### config.mk
export PLATFORM = sky130hd
export DESIGN_NAME = sm83_alu_with_flags_top
export DESIGN_NICKNAME = d
export VERILOG_FILES = /design/src/hw/rtl/sm83alu_pkg.sv /design/src/hw/rtl/sm83_alu_with_flags_top.sv
export VERILOG_INCLUDE_DIRS = /design/src /design/src/hw/rtl
export SDC_FILE = /design/constraint.sdc
export NUM_CORES = 1
export LEC_CHECK = 0
export ABC_AREA = 1
export BUFFER_PORTS_ARGS = -buffer_cell sky130_fd_sc_hd__buf_2
export CAP_MARGIN = 20
export CORE_MARGIN = 2
export CORE_UTILIZATION = 59
export CTS_CLUSTER_DIAMETER = 40
export DETAILED_ROUTE_END_ITERATION = 10
export PLACE_DENSITY = 0.83
export SYNTH_ARGS = -nofsm -noshare
export SYNTH_HDL_FRONTEND = slang
export SYNTH_SLANG_ARGS = --single-unit
export TNS_END_PERCENT = 30
### constraint.sdc
create_clock -name clk -period 5.6 [get_ports clk]
set_clock_uncertainty 0.1 [all_clocks]
set_input_delay 0.84 -clock clk [delete_from_list [all_inputs] [get_ports clk]]
set_output_delay 0.84 -clock clk [all_outputs]
set_load 0.01 [all_outputs]
### src/hw/rtl/sm83_alu_with_flags_top_assert.svh
// ============================================================================
// SM83 ALU assertion macros
// Concurrent assertion wrappers clocked on clk and disabled while rst_n is low.
// ============================================================================
`ifndef SM83_ALU_WITH_FLAGS_TOP_ASSERT_SVH
`define SM83_ALU_WITH_FLAGS_TOP_ASSERT_SVH

`ifndef NO_ASSERTIONS
`define SM83_ASSERT(label, prop) \
    label: assert property (@(posedge clk) disable iff (!rst_n) (prop)) \
        else $error("sm83 alu assertion failed");
`define SM83_ASSERT_NEXT(label, ante, cons) \
    label: assert property (@(posedge clk) disable iff (!rst_n) (ante) |=> (cons)) \
        else $error("sm83 alu assertion failed");
`else
`define SM83_ASSERT(label, prop)
`define SM83_ASSERT_NEXT(label, ante, cons)
`endif

`endif

### src/hw/rtl/sm83alu_pkg.sv
`timescale 1ns / 1ps
// ============================================================================
// SM83 ALU package
// Operation codes, flag positions, constants and item types of the SM83 ALU.
// ============================================================================
package sm83alu_pkg;

    typedef enum logic [4:0] {
        OP_ADD   = 5'd0,
        OP_ADC   = 5'd1,
        OP_SUB   = 5'd2,
        OP_SBC   = 5'd3,
        OP_AND   = 5'd4,
        OP_XOR   = 5'd5,
        OP_OR    = 5'd6,
        OP_CP    = 5'd7,
        OP_INC   = 5'd8,
        OP_DEC   = 5'd9,
        OP_RLCA  = 5'd10,
        OP_RLA   = 5'd11,
        OP_RRCA  = 5'd12,
        OP_RRA   = 5'd13,
        OP_RLC   = 5'd14,
        OP_RRC   = 5'd15,
        OP_RL    = 5'd16,
        OP_RR    = 5'd17,
        OP_SLA   = 5'd18,
        OP_SRA   = 5'd19,
        OP_SWAP  = 5'd20,
        OP_SRL   = 5'd21,
        OP_BIT   = 5'd22,
        OP_RES   = 5'd23,
        OP_SET   = 5'd24,
        OP_DAA   = 5'd25,
        OP_CPL   = 5'd26,
        OP_SCF   = 5'd27,
        OP_CCF   = 5'd28,
        OP_ADD16 = 5'd29,
        OP_ADDSP = 5'd30
    } op_t;

    localparam int unsigned FLAG_Z = 3;
    localparam int unsigned FLAG_N = 2;
    localparam int unsigned FLAG_H = 1;
    localparam int unsigned FLAG_C = 0;

    localparam logic [7:0] DAA_LIMIT    = 8'h99;
    localparam logic [3:0] DAA_LO_LIMIT = 4'h9;
    localparam logic [7:0] DAA_LO_ADJ   = 8'h06;
    localparam logic [7:0] DAA_HI_ADJ   = 8'h60;

    typedef struct packed {
        logic [4:0]  op;
        logic [7:0]  operand_a;
        logic [7:0]  operand_b;
        logic [2:0]  bit_index;
        logic [3:0]  flags_in;
        logic [15:0] wide_a;
        logic [15:0] wide_b;
    } in_t;

    typedef struct packed {
        logic [7:0]  result;
        logic [15:0] wide_result;
        logic [3:0]  flags_out;
    } out_t;

endpackage

### src/hw/rtl/sm83_alu_with_flags_top.sv
`timescale 1ns / 1ps
// ============================================================================
// SM83 ALU with flags
// Three-stage pipelined SM83 arithmetic-logic unit with Z/N/H/C flag logic.
//
//   channel | role   | payload           | handshake
//   --------+--------+-------------------+------------------------
//   cmd     | input  | sm83alu_pkg::in_t | cmd_valid / cmd_ready
//   res     | output | sm83alu_pkg::out_t| res_valid / res_ready
//
// One item enters per cycle while res is not stalled; its result passes through s1_reg and s2_reg into out_reg.
// The stages are operand prep with low nibble sums, upper nibble sums with
// result selection, and zero flag plus wide top nibble into the output register.
// Reset clears all stage valid bits; payload registers are not reset.
// When res is stalled the whole pipeline holds and cmd_ready drops.
// ============================================================================
`include "sm83_alu_with_flags_top_assert.svh"

module sm83_alu_with_flags_top
(
    input  logic              clk,
    input  logic              rst_n,
    input  logic              cmd_valid,
    output logic              cmd_ready,
    input  sm83alu_pkg::in_t  cmd,
    output logic              res_valid,
    input  logic              res_ready,
    output sm83alu_pkg::out_t res
);

    typedef struct packed {
        logic [4:0] op;
        logic [7:0] a;
        logic [7:0] b;
        logic [2:0] bi;
        logic [3:0] f;
        logic [3:0] sum_lo;
        logic       c4;
        logic [3:0] a_hi;
        logic [3:0] y_hi;
        logic       sub;
        logic [7:0] daa_adj;
        logic       daa_cy;
        logic [7:0] w_lo;
        logic       c8w;
        logic       h3w;
        logic [7:0] wa_hi;
        logic [7:0] wy_hi;
    } s1_t;

    typedef struct packed {
        logic [7:0] r;
        logic [7:0] zb;
        logic       zsel;
        logic [3:0] tmpl;
        logic       use_c16;
        logic       wide;
        logic [7:0] w_lo;
        logic [3:0] w_mid;
        logic       c12;
        logic [3:0] wa_top;
        logic [3:0] wy_top;
    } s2_t;

    logic              advance;
    logic              s1_valid_reg;
    logic              s2_valid_reg;
    logic              out_valid_reg;
    s1_t               s1_reg;
    s1_t               s1_next;
    s2_t               s2_reg;
    s2_t               s2_next;
    sm83alu_pkg::out_t out_reg;
    sm83alu_pkg::out_t out_next;

    logic              sub0;
    logic              incdec0;
    logic              cin0;
    logic              cadd0;
    logic [7:0]        y0;
    logic [7:0]        yv0;
    logic [4:0]        lo5;
    logic [15:0]       wy0;
    logic [8:0]        wlo9;
    logic [4:0]        wh5;
    logic [7:0]        adj0;
    logic              dcy0;

    logic [4:0]        hi5;
    logic [7:0]        sum8;
    logic              h1;
    logic              c1;
    logic [4:0]        wmid5;

    logic [4:0]        top5;
    logic [3:0]        flags2;

    assign advance   = !out_valid_reg || res_ready;
    assign cmd_ready = advance;
    assign res_valid = out_valid_reg;
    assign res       = out_reg;

    always_comb
    begin
        sub0 = (cmd.op == sm83alu_pkg::OP_SUB) || (cmd.op == sm83alu_pkg::OP_SBC)
            || (cmd.op == sm83alu_pkg::OP_CP) || (cmd.op == sm83alu_pkg::OP_DEC);
        incdec0 = (cmd.op == sm83alu_pkg::OP_INC) || (cmd.op == sm83alu_pkg::OP_DEC);
        y0 = incdec0 ? 8'd1 : cmd.operand_b;
        cin0 = ((cmd.op == sm83alu_pkg::OP_ADC) || (cmd.op == sm83alu_pkg::OP_SBC))
            ? cmd.flags_in[sm83alu_pkg::FLAG_C] : 1'b0;
        yv0 = sub0 ? ~y0 : y0;
        cadd0 = sub0 ? ~cin0 : cin0;
        lo5 = {1'b0, cmd.operand_a[3:0]} + {1'b0, yv0[3:0]} + {4'd0, cadd0};

        wy0 = (cmd.op == sm83alu_pkg::OP_ADDSP)
            ? {{8{cmd.operand_b[7]}}, cmd.operand_b} : cmd.wide_b;
        wlo9 = {1'b0, cmd.wide_a[7:0]} + {1'b0, wy0[7:0]};
        wh5 = {1'b0, cmd.wide_a[3:0]} + {1'b0, wy0[3:0]};

        if (cmd.flags_in[sm83alu_pkg::FLAG_N])
        begin
            dcy0 = cmd.flags_in[sm83alu_pkg::FLAG_C];
            adj0 = 8'd0;
            if (cmd.flags_in[sm83alu_pkg::FLAG_C])
            begin
                adj0 = adj0 - sm83alu_pkg::DAA_HI_ADJ;
            end
            if (cmd.flags_in[sm83alu_pkg::FLAG_H])
            begin
                adj0 = adj0 - sm83alu_pkg::DAA_LO_ADJ;
            end
        end
        else
        begin
            dcy0 = cmd.flags_in[sm83alu_pkg::FLAG_C]
                || (cmd.operand_a > sm83alu_pkg::DAA_LIMIT);
            adj0 = dcy0 ? sm83alu_pkg::DAA_HI_ADJ : 8'd0;
            if (cmd.flags_in[sm83alu_pkg::FLAG_H]
                || (cmd.operand_a[3:0] > sm83alu_pkg::DAA_LO_LIMIT))
            begin
                adj0 = adj0 + sm83alu_pkg::DAA_LO_ADJ;
            end
        end

        s1_next.op      = cmd.op;
        s1_next.a       = cmd.operand_a;
        s1_next.b       = cmd.operand_b;
        s1_next.bi      = cmd.bit_index;
        s1_next.f       = cmd.flags_in;
        s1_next.sum_lo  = lo5[3:0];
        s1_next.c4      = lo5[4];
        s1_next.a_hi    = cmd.operand_a[7:4];
        s1_next.y_hi    = yv0[7:4];
        s1_next.sub     = sub0;
        s1_next.daa_adj = adj0;
        s1_next.daa_cy  = dcy0;
        s1_next.w_lo    = wlo9[7:0];
        s1_next.c8w     = wlo9[8];
        s1_next.h3w     = wh5[4];
        s1_next.wa_hi   = cmd.wide_a[15:8];
        s1_next.wy_hi   = wy0[15:8];
    end

    always_comb
    begin
        hi5 = {1'b0, s1_reg.a_hi} + {1'b0, s1_reg.y_hi} + {4'd0, s1_reg.c4};
        sum8 = {hi5[3:0], s1_reg.sum_lo};
        h1 = s1_reg.sub ? ~s1_reg.c4 : s1_reg.c4;
        c1 = s1_reg.sub ? ~hi5[4] : hi5[4];
        wmid5 = {1'b0, s1_reg.wa_hi[3:0]} + {1'b0, s1_reg.wy_hi[3:0]}
            + {4'd0, s1_reg.c8w};

        s2_next.r       = s1_reg.a;
        s2_next.zsel    = 1'b0;
        s2_next.tmpl    = s1_reg.f;
        s2_next.use_c16 = 1'b0;
        s2_next.wide    = 1'b0;

        unique case (s1_reg.op)
            sm83alu_pkg::OP_ADD, sm83alu_pkg::OP_ADC,
            sm83alu_pkg::OP_SUB, sm83alu_pkg::OP_SBC:
            begin
                s2_next.r    = sum8;
                s2_next.zsel = 1'b1;
                s2_next.tmpl = {1'b0, s1_reg.sub, h1, c1};
            end
            sm83alu_pkg::OP_CP:
            begin
                s2_next.r    = s1_reg.a;
                s2_next.zsel = 1'b1;
                s2_next.tmpl = {1'b0, 1'b1, h1, c1};
            end
            sm83alu_pkg::OP_INC, sm83alu_pkg::OP_DEC:
            begin
                s2_next.r    = sum8;
                s2_next.zsel = 1'b1;
                s2_next.tmpl = {1'b0, s1_reg.sub, h1, s1_reg.f[sm83alu_pkg::FLAG_C]};
            end
            sm83alu_pkg::OP_AND:
            begin
                s2_next.r    = s1_reg.a & s1_reg.b;
                s2_next.zsel = 1'b1;
                s2_next.tmpl = 4'b0010;
            end
            sm83alu_pkg::OP_XOR:
            begin
                s2_next.r    = s1_reg.a ^ s1_reg.b;
                s2_next.zsel = 1'b1;
                s2_next.tmpl = 4'b0000;
            end
            sm83alu_pkg::OP_OR:
            begin
                s2_next.r    = s1_reg.a | s1_reg.b;
                s2_next.zsel = 1'b1;
                s2_next.tmpl = 4'b0000;
            end
            sm83alu_pkg::OP_RLCA, sm83alu_pkg::OP_RLC:
            begin
                s2_next.r    = {s1_reg.a[6:0], s1_reg.a[7]};
                s2_next.zsel = (s1_reg.op == sm83alu_pkg::OP_RLC);
                s2_next.tmpl = {3'b000, s1_reg.a[7]};
            end
            sm83alu_pkg::OP_RLA, sm83alu_pkg::OP_RL:
            begin
                s2_next.r    = {s1_reg.a[6:0], s1_reg.f[sm83alu_pkg::FLAG_C]};
                s2_next.zsel = (s1_reg.op == sm83alu_pkg::OP_RL);
                s2_next.tmpl = {3'b000, s1_reg.a[7]};
            end
            sm83alu_pkg::OP_RRCA, sm83alu_pkg::OP_RRC:
            begin
                s2_next.r    = {s1_reg.a[0], s1_reg.a[7:1]};
                s2_next.zsel = (s1_reg.op == sm83alu_pkg::OP_RRC);
                s2_next.tmpl = {3'b000, s1_reg.a[0]};
            end
            sm83alu_pkg::OP_RRA, sm83alu_pkg::OP_RR:
            begin
                s2_next.r    = {s1_reg.f[sm83alu_pkg::FLAG_C], s1_reg.a[7:1]};
                s2_next.zsel = (s1_reg.op == sm83alu_pkg::OP_RR);
                s2_next.tmpl = {3'b000, s1_reg.a[0]};
            end
            sm83alu_pkg::OP_SLA:
            begin
                s2_next.r    = {s1_reg.a[6:0], 1'b0};
                s2_next.zsel = 1'b1;
                s2_next.tmpl = {3'b000, s1_reg.a[7]};
            end
            sm83alu_pkg::OP_SRA:
            begin
                s2_next.r    = {s1_reg.a[7], s1_reg.a[7:1]};
                s2_next.zsel = 1'b1;
                s2_next.tmpl = {3'b000, s1_reg.a[0]};
            end
            sm83alu_pkg::OP_SWAP:
            begin
                s2_next.r    = {s1_reg.a[3:0], s1_reg.a[7:4]};
                s2_next.zsel = 1'b1;
                s2_next.tmpl = 4'b0000;
            end
            sm83alu_pkg::OP_SRL:
            begin
                s2_next.r    = {1'b0, s1_reg.a[7:1]};
                s2_next.zsel = 1'b1;
                s2_next.tmpl = {3'b000, s1_reg.a[0]};
            end
            sm83alu_pkg::OP_BIT:
            begin
                s2_next.r    = s1_reg.a;
                s2_next.tmpl = {~s1_reg.a[s1_reg.bi], 1'b0, 1'b1,
                                s1_reg.f[sm83alu_pkg::FLAG_C]};
            end
            sm83alu_pkg::OP_RES:
            begin
                s2_next.r = s1_reg.a & ~(8'd1 << s1_reg.bi);
            end
            sm83alu_pkg::OP_SET:
            begin
                s2_next.r = s1_reg.a | (8'd1 << s1_reg.bi);
            end
            sm83alu_pkg::OP_DAA:
            begin
                s2_next.r    = s1_reg.a + s1_reg.daa_adj;
                s2_next.zsel = 1'b1;
                s2_next.tmpl = {1'b0, s1_reg.f[sm83alu_pkg::FLAG_N], 1'b0, s1_reg.daa_cy};
            end
            sm83alu_pkg::OP_CPL:
            begin
                s2_next.r    = ~s1_reg.a;
                s2_next.tmpl = s1_reg.f | 4'b0110;
            end
            sm83alu_pkg::OP_SCF:
            begin
                s2_next.tmpl = {s1_reg.f[sm83alu_pkg::FLAG_Z], 3'b001};
            end
            sm83alu_pkg::OP_CCF:
            begin
                s2_next.tmpl = {s1_reg.f[sm83alu_pkg::FLAG_Z], 2'b00,
                                ~s1_reg.f[sm83alu_pkg::FLAG_C]};
            end
            sm83alu_pkg::OP_ADD16:
            begin
                s2_next.r       = 8'd0;
                s2_next.wide    = 1'b1;
                s2_next.use_c16 = 1'b1;
                s2_next.tmpl    = {s1_reg.f[sm83alu_pkg::FLAG_Z], 1'b0, wmid5[4], 1'b0};
            end
            sm83alu_pkg::OP_ADDSP:
            begin
                s2_next.r    = 8'd0;
                s2_next.wide = 1'b1;
                s2_next.tmpl = {2'b00, s1_reg.h3w, s1_reg.c8w};
            end
            default:
            begin
                s2_next.r    = s1_reg.a;
                s2_next.tmpl = s1_reg.f;
            end
        endcase

        s2_next.zb     = (s1_reg.op == sm83alu_pkg::OP_CP) ? sum8 : s2_next.r;
        s2_next.w_lo   = s1_reg.w_lo;
        s2_next.w_mid  = wmid5[3:0];
        s2_next.c12    = wmid5[4];
        s2_next.wa_top = s1_reg.wa_hi[7:4];
        s2_next.wy_top = s1_reg.wy_hi[7:4];
    end

    always_comb
    begin
        top5 = {1'b0, s2_reg.wa_top} + {1'b0, s2_reg.wy_top} + {4'd0, s2_reg.c12};
        flags2 = s2_reg.tmpl;
        if (s2_reg.zsel)
        begin
            flags2[sm83alu_pkg::FLAG_Z] = (s2_reg.zb == 8'd0);
        end
        if (s2_reg.use_c16)
        begin
            flags2[sm83alu_pkg::FLAG_C] = top5[4];
        end
        out_next.result      = s2_reg.r;
        out_next.wide_result = s2_reg.wide
            ? {top5[3:0], s2_reg.w_mid, s2_reg.w_lo} : 16'd0;
        out_next.flags_out   = flags2;
    end

    always_ff @(posedge clk or negedge rst_n)
    begin
        if (!rst_n)
        begin
            s1_valid_reg  <= 1'b0;
            s2_valid_reg  <= 1'b0;
            out_valid_reg <= 1'b0;
        end
        else if (advance)
        begin
            s1_valid_reg  <= cmd_valid;
            s2_valid_reg  <= s1_valid_reg;
            out_valid_reg <= s2_valid_reg;
        end
    end

    always_ff @(posedge clk)
    begin
        if (advance)
        begin
            s1_reg  <= s1_next;
            s2_reg  <= s2_next;
            out_reg <= out_next;
        end
    end

    `SM83_ASSERT_NEXT(a_s1_moves_to_s2, advance && s1_valid_reg, s2_valid_reg)
    `SM83_ASSERT_NEXT(a_stall_holds_valids, !advance,
        $stable(s1_valid_reg) && $stable(s2_valid_reg) && out_valid_reg)
    `SM83_ASSERT_NEXT(a_wide_op_byte_zero, advance && s2_valid_reg && s2_reg.wide,
        out_reg.result == 8'd0)
    `SM83_ASSERT_NEXT(a_byte_op_wide_zero, advance && s2_valid_reg && !s2_reg.wide,
        out_reg.wide_result == 16'd0)
    `SM83_ASSERT(a_ready_only_when_free, cmd_ready || out_valid_reg)

endmodule
==> summary.txt <==
Final layout
  – Flip-flop and latch area: 0.00437 mm2
  – Fillers: 1,033
  – ANT cells: 0
  – Area Growth Syn to Fin: 15.1%
  – Final instance area: 0.00937 mm2
  – Max reg flops: 71
  – Share of cells above drive strength 1: 18.2%
  – Area of the multi-input gates: 0.00330 mm2
  – Layout Nets: 1,059
  – Commonest non-fill, non-tap cell in the layout: nand2_1
  – Most frequent cells in the layout: nand2_1 (212), edfxtp_1 (143), inv_1 (96)
  – Non-filler cells, final: 1,146

Critical path
  – Critical path arrival: 3.70 ns
  – FF-to-FF path depth: 7
  – Worst reg2reg startpoint: s1_reg[76]$_DFFE_PP_
  – Crit Path Class: in2reg
  – Worst EP required: 5.67 ns
  – Critical path cell sequence: buf_2, inv_1, or2_2, nor4_4, mux2_2, ha_1, a21oi_1, o21ai_0, nand2_1, nand2_1, a21oi_1, inv_1, a21oi_1, o21bai_1
  – Slowest cell on the critical path: nor4_4
  – Reg-to-reg setup timing slack: 2.60 ns
  – Max stage delay on crit path: 0.74 ns
  – Most frequent cell on the critical path: a21oi_1
  – CP Launch Type: input port
  – Worst R2R End: flags2[1]$_DFFE_PP_
  – CP Capture Type: register
  – Critical-path maximum fanout: 19

Floorplan
  – Initial Utilization: 61.0%
  – Io pins: 94
  – Die Y: 121 um
  – Die width: 121 um
  – Die area: 0.0148 mm2
  – CORE AREA: 0.0133 mm2
  – # rows: 42

Global route
  – Grt total ovfl: 0
  – Largest net degree at the start of global routing: 79
  – Initial antenna violation count: 0
  – Vias in the first global route: 6,221
  – First-pass GRT wire length: 32,200 um
  – GRT Total Usage: 29.3%

Timing
  – Final setup vio count: 0
  – Final period util: 64.8%
  – Worst-margin pin slew: 1.00 ns
  – Final Max Tran Viols: 0
  – RSZ-0062 raised after global routing: no
  – Min Tclk post-route: 3.63 ns
  – Fin Setup TNS: 0 ns
  – Hold Fails Final Rpt: 0
  – Fmax: 0.276 GHz
  – Worst rel slew slack: 32.8%

Logic synthesis
  – Unique masters post-synth: 42
  – Synth warn: 0
  – Primary FF master, synth: edfxtp_1
  – Async S/R FF share, synth: 2.05%
  – Average size of a mapped cell: 9.48 um2
  – Post-synth EDFFs: 143
  – Syn Inst Count: 859
  – Post-Syn Area: 0.00814 mm2
  – Post-Syn Nets: 961
  – Seq/Total Area, Yosys: 53.7%
  – Yosys reg bits: 146

Clock tree
  – Clock sink total: 146
  – H-tree lvl count: 4
  – Clk root buf: clkbuf_16
  – Post CTS Setup Buffer Count: 0
  – Clock Latency Late Sink: 0.42 ns
  – Clock transition at path regs: 0.06 ns
  – Clk buf depth: 2
  – CTS Hold Buffers Added: 0
  – CTS tree: yes
  – # resized after CTS: 0
  – TritonCTS Buffers: 17

Min path
  – Worst hold path type: in2async

Place
  – Port bufs: 93
  – Placed inst area: 0.00878 mm2
  – Placed insts: 1,113
  – HPWL after detailed placement: 14,800 um
  – Routability cong.: 0.987

Route
  – Total wire length: 20,400 um
  – Routed length per placed instance: 17.8 um
  – Vias: 6,470
  – Drt pass-1 iters: 5
  – Post-DRT Antenna Nets: 0
  – Vias per cell: 5.65
  – Drt drc: 0
  – DR iter-0 viols: 701

Power
  – Pwr Total: 3.71 mW
  – Worst VDD drop: 0.000261 V
  – Leak Pwr: 4.29 nW
  – Power density cells: 396 mW/mm2

Job
  – Max cap viols: 0

Status
  – Status: completed
kinds of logic after synthesis:
family,synth area share [%]
AND/OR/NAND/NOR,23.3
flip-flops,53.7
buffers and inverters,5.90
AO/OA/AOI/OAI,6.73
adder cells (fa/ha/maj),6.76
XOR/XNOR,2.80
multiplexers,0.830
cell usage after synthesis (all sizes together) (4+ instances only):
cell | n | share of area, %
clkbuf | 9 | 0.41
fa | 10 | 2.5
buf | 9 | 0.60
nor2 | 84 | 4.4
o211ai | 9 | 0.83
o21ai | 38 | 2.3
ha | 28 | 4.3
nand2 | 217 | 10
or2 | 9 | 0.69
xor2 | 12 | 1.3
xnor2 | 14 | 1.5
a21oi | 38 | 2.3
edfxtp | 143 | 53
a211oi | 4 | 0.37
nand4 | 11 | 0.85
nand3 | 92 | 6.5
inv | 103 | 4.7
mux2 | 6 | 0.83
stage by stage:
stage,hold WS [ns],worst slack (ns),utilization (%)
2_1_floorplan,0.300,0.654,-
3_3_place_gp,0.300,1.64,65.7
3_5_place_dp,0.305,1.60,65.7
4_1_cts,0.0929,2.01,70.2
5_1_grt,0.0994,1.62,70.2
6_report,0.109,1.97,70.2
metal layers:
metal	vias to the layer above	part of all wire [%]	global-route usage (%)
met1	2976	39	39.0
met5	-	0	0
met2	359	48	46.3
met3	44	10	6.77
met4	0	2.6	12.9
li1	3091	-	-
where the power goes:
part	internal, mW	switching [mW]
clock	0.684	0.442
combinational	0.298	0.559
sequential	1.57	0.156
total	2.56	1.16
worst max-delay path by stage:
stage                                       to  startpoint  cells past startpoint  slack [ns]
after floorplan                      cmd_ready   res_ready                      2        0.65
after global placement    s1_reg[17]$_DFFE_PP_     cmd[57]                     14        1.64
after detailed placement  s1_reg[17]$_DFFE_PP_     cmd[57]                     14        1.60
after CTS                 s1_reg[17]$_DFFE_PP_     cmd[57]                     14        2.01
after global routing      s1_reg[24]$_DFFE_PP_     cmd[57]                     14        1.62
final                     s1_reg[17]$_DFFE_PP_     cmd[57]                     14        1.97
critical path: cells and delay by family:
| kind | cells | cell delay [ns] |
|---|---|---|
| AND/OR/NAND/NOR | 4 | 1.20 |
| multiplexers | 1 | 0.42 |
| buffers and inverters | 3 | 0.20 |
| AO/OA/AOI/OAI | 5 | 0.68 |
| adder cells (fa/ha/maj) | 1 | 0.35 |
layout make-up:
type | count | area share [%]
clock inverter | 10 | 1.32
tap | 176 | 2.35
sequential | 146 | 46.6
timing repair buffer | 97 | 5.29
inverter | 106 | 4.25
clock buffer | 22 | 4.95
multi-input combinational | 589 | 35.2
No activity file was read; power rests on OpenSTA's default activity.
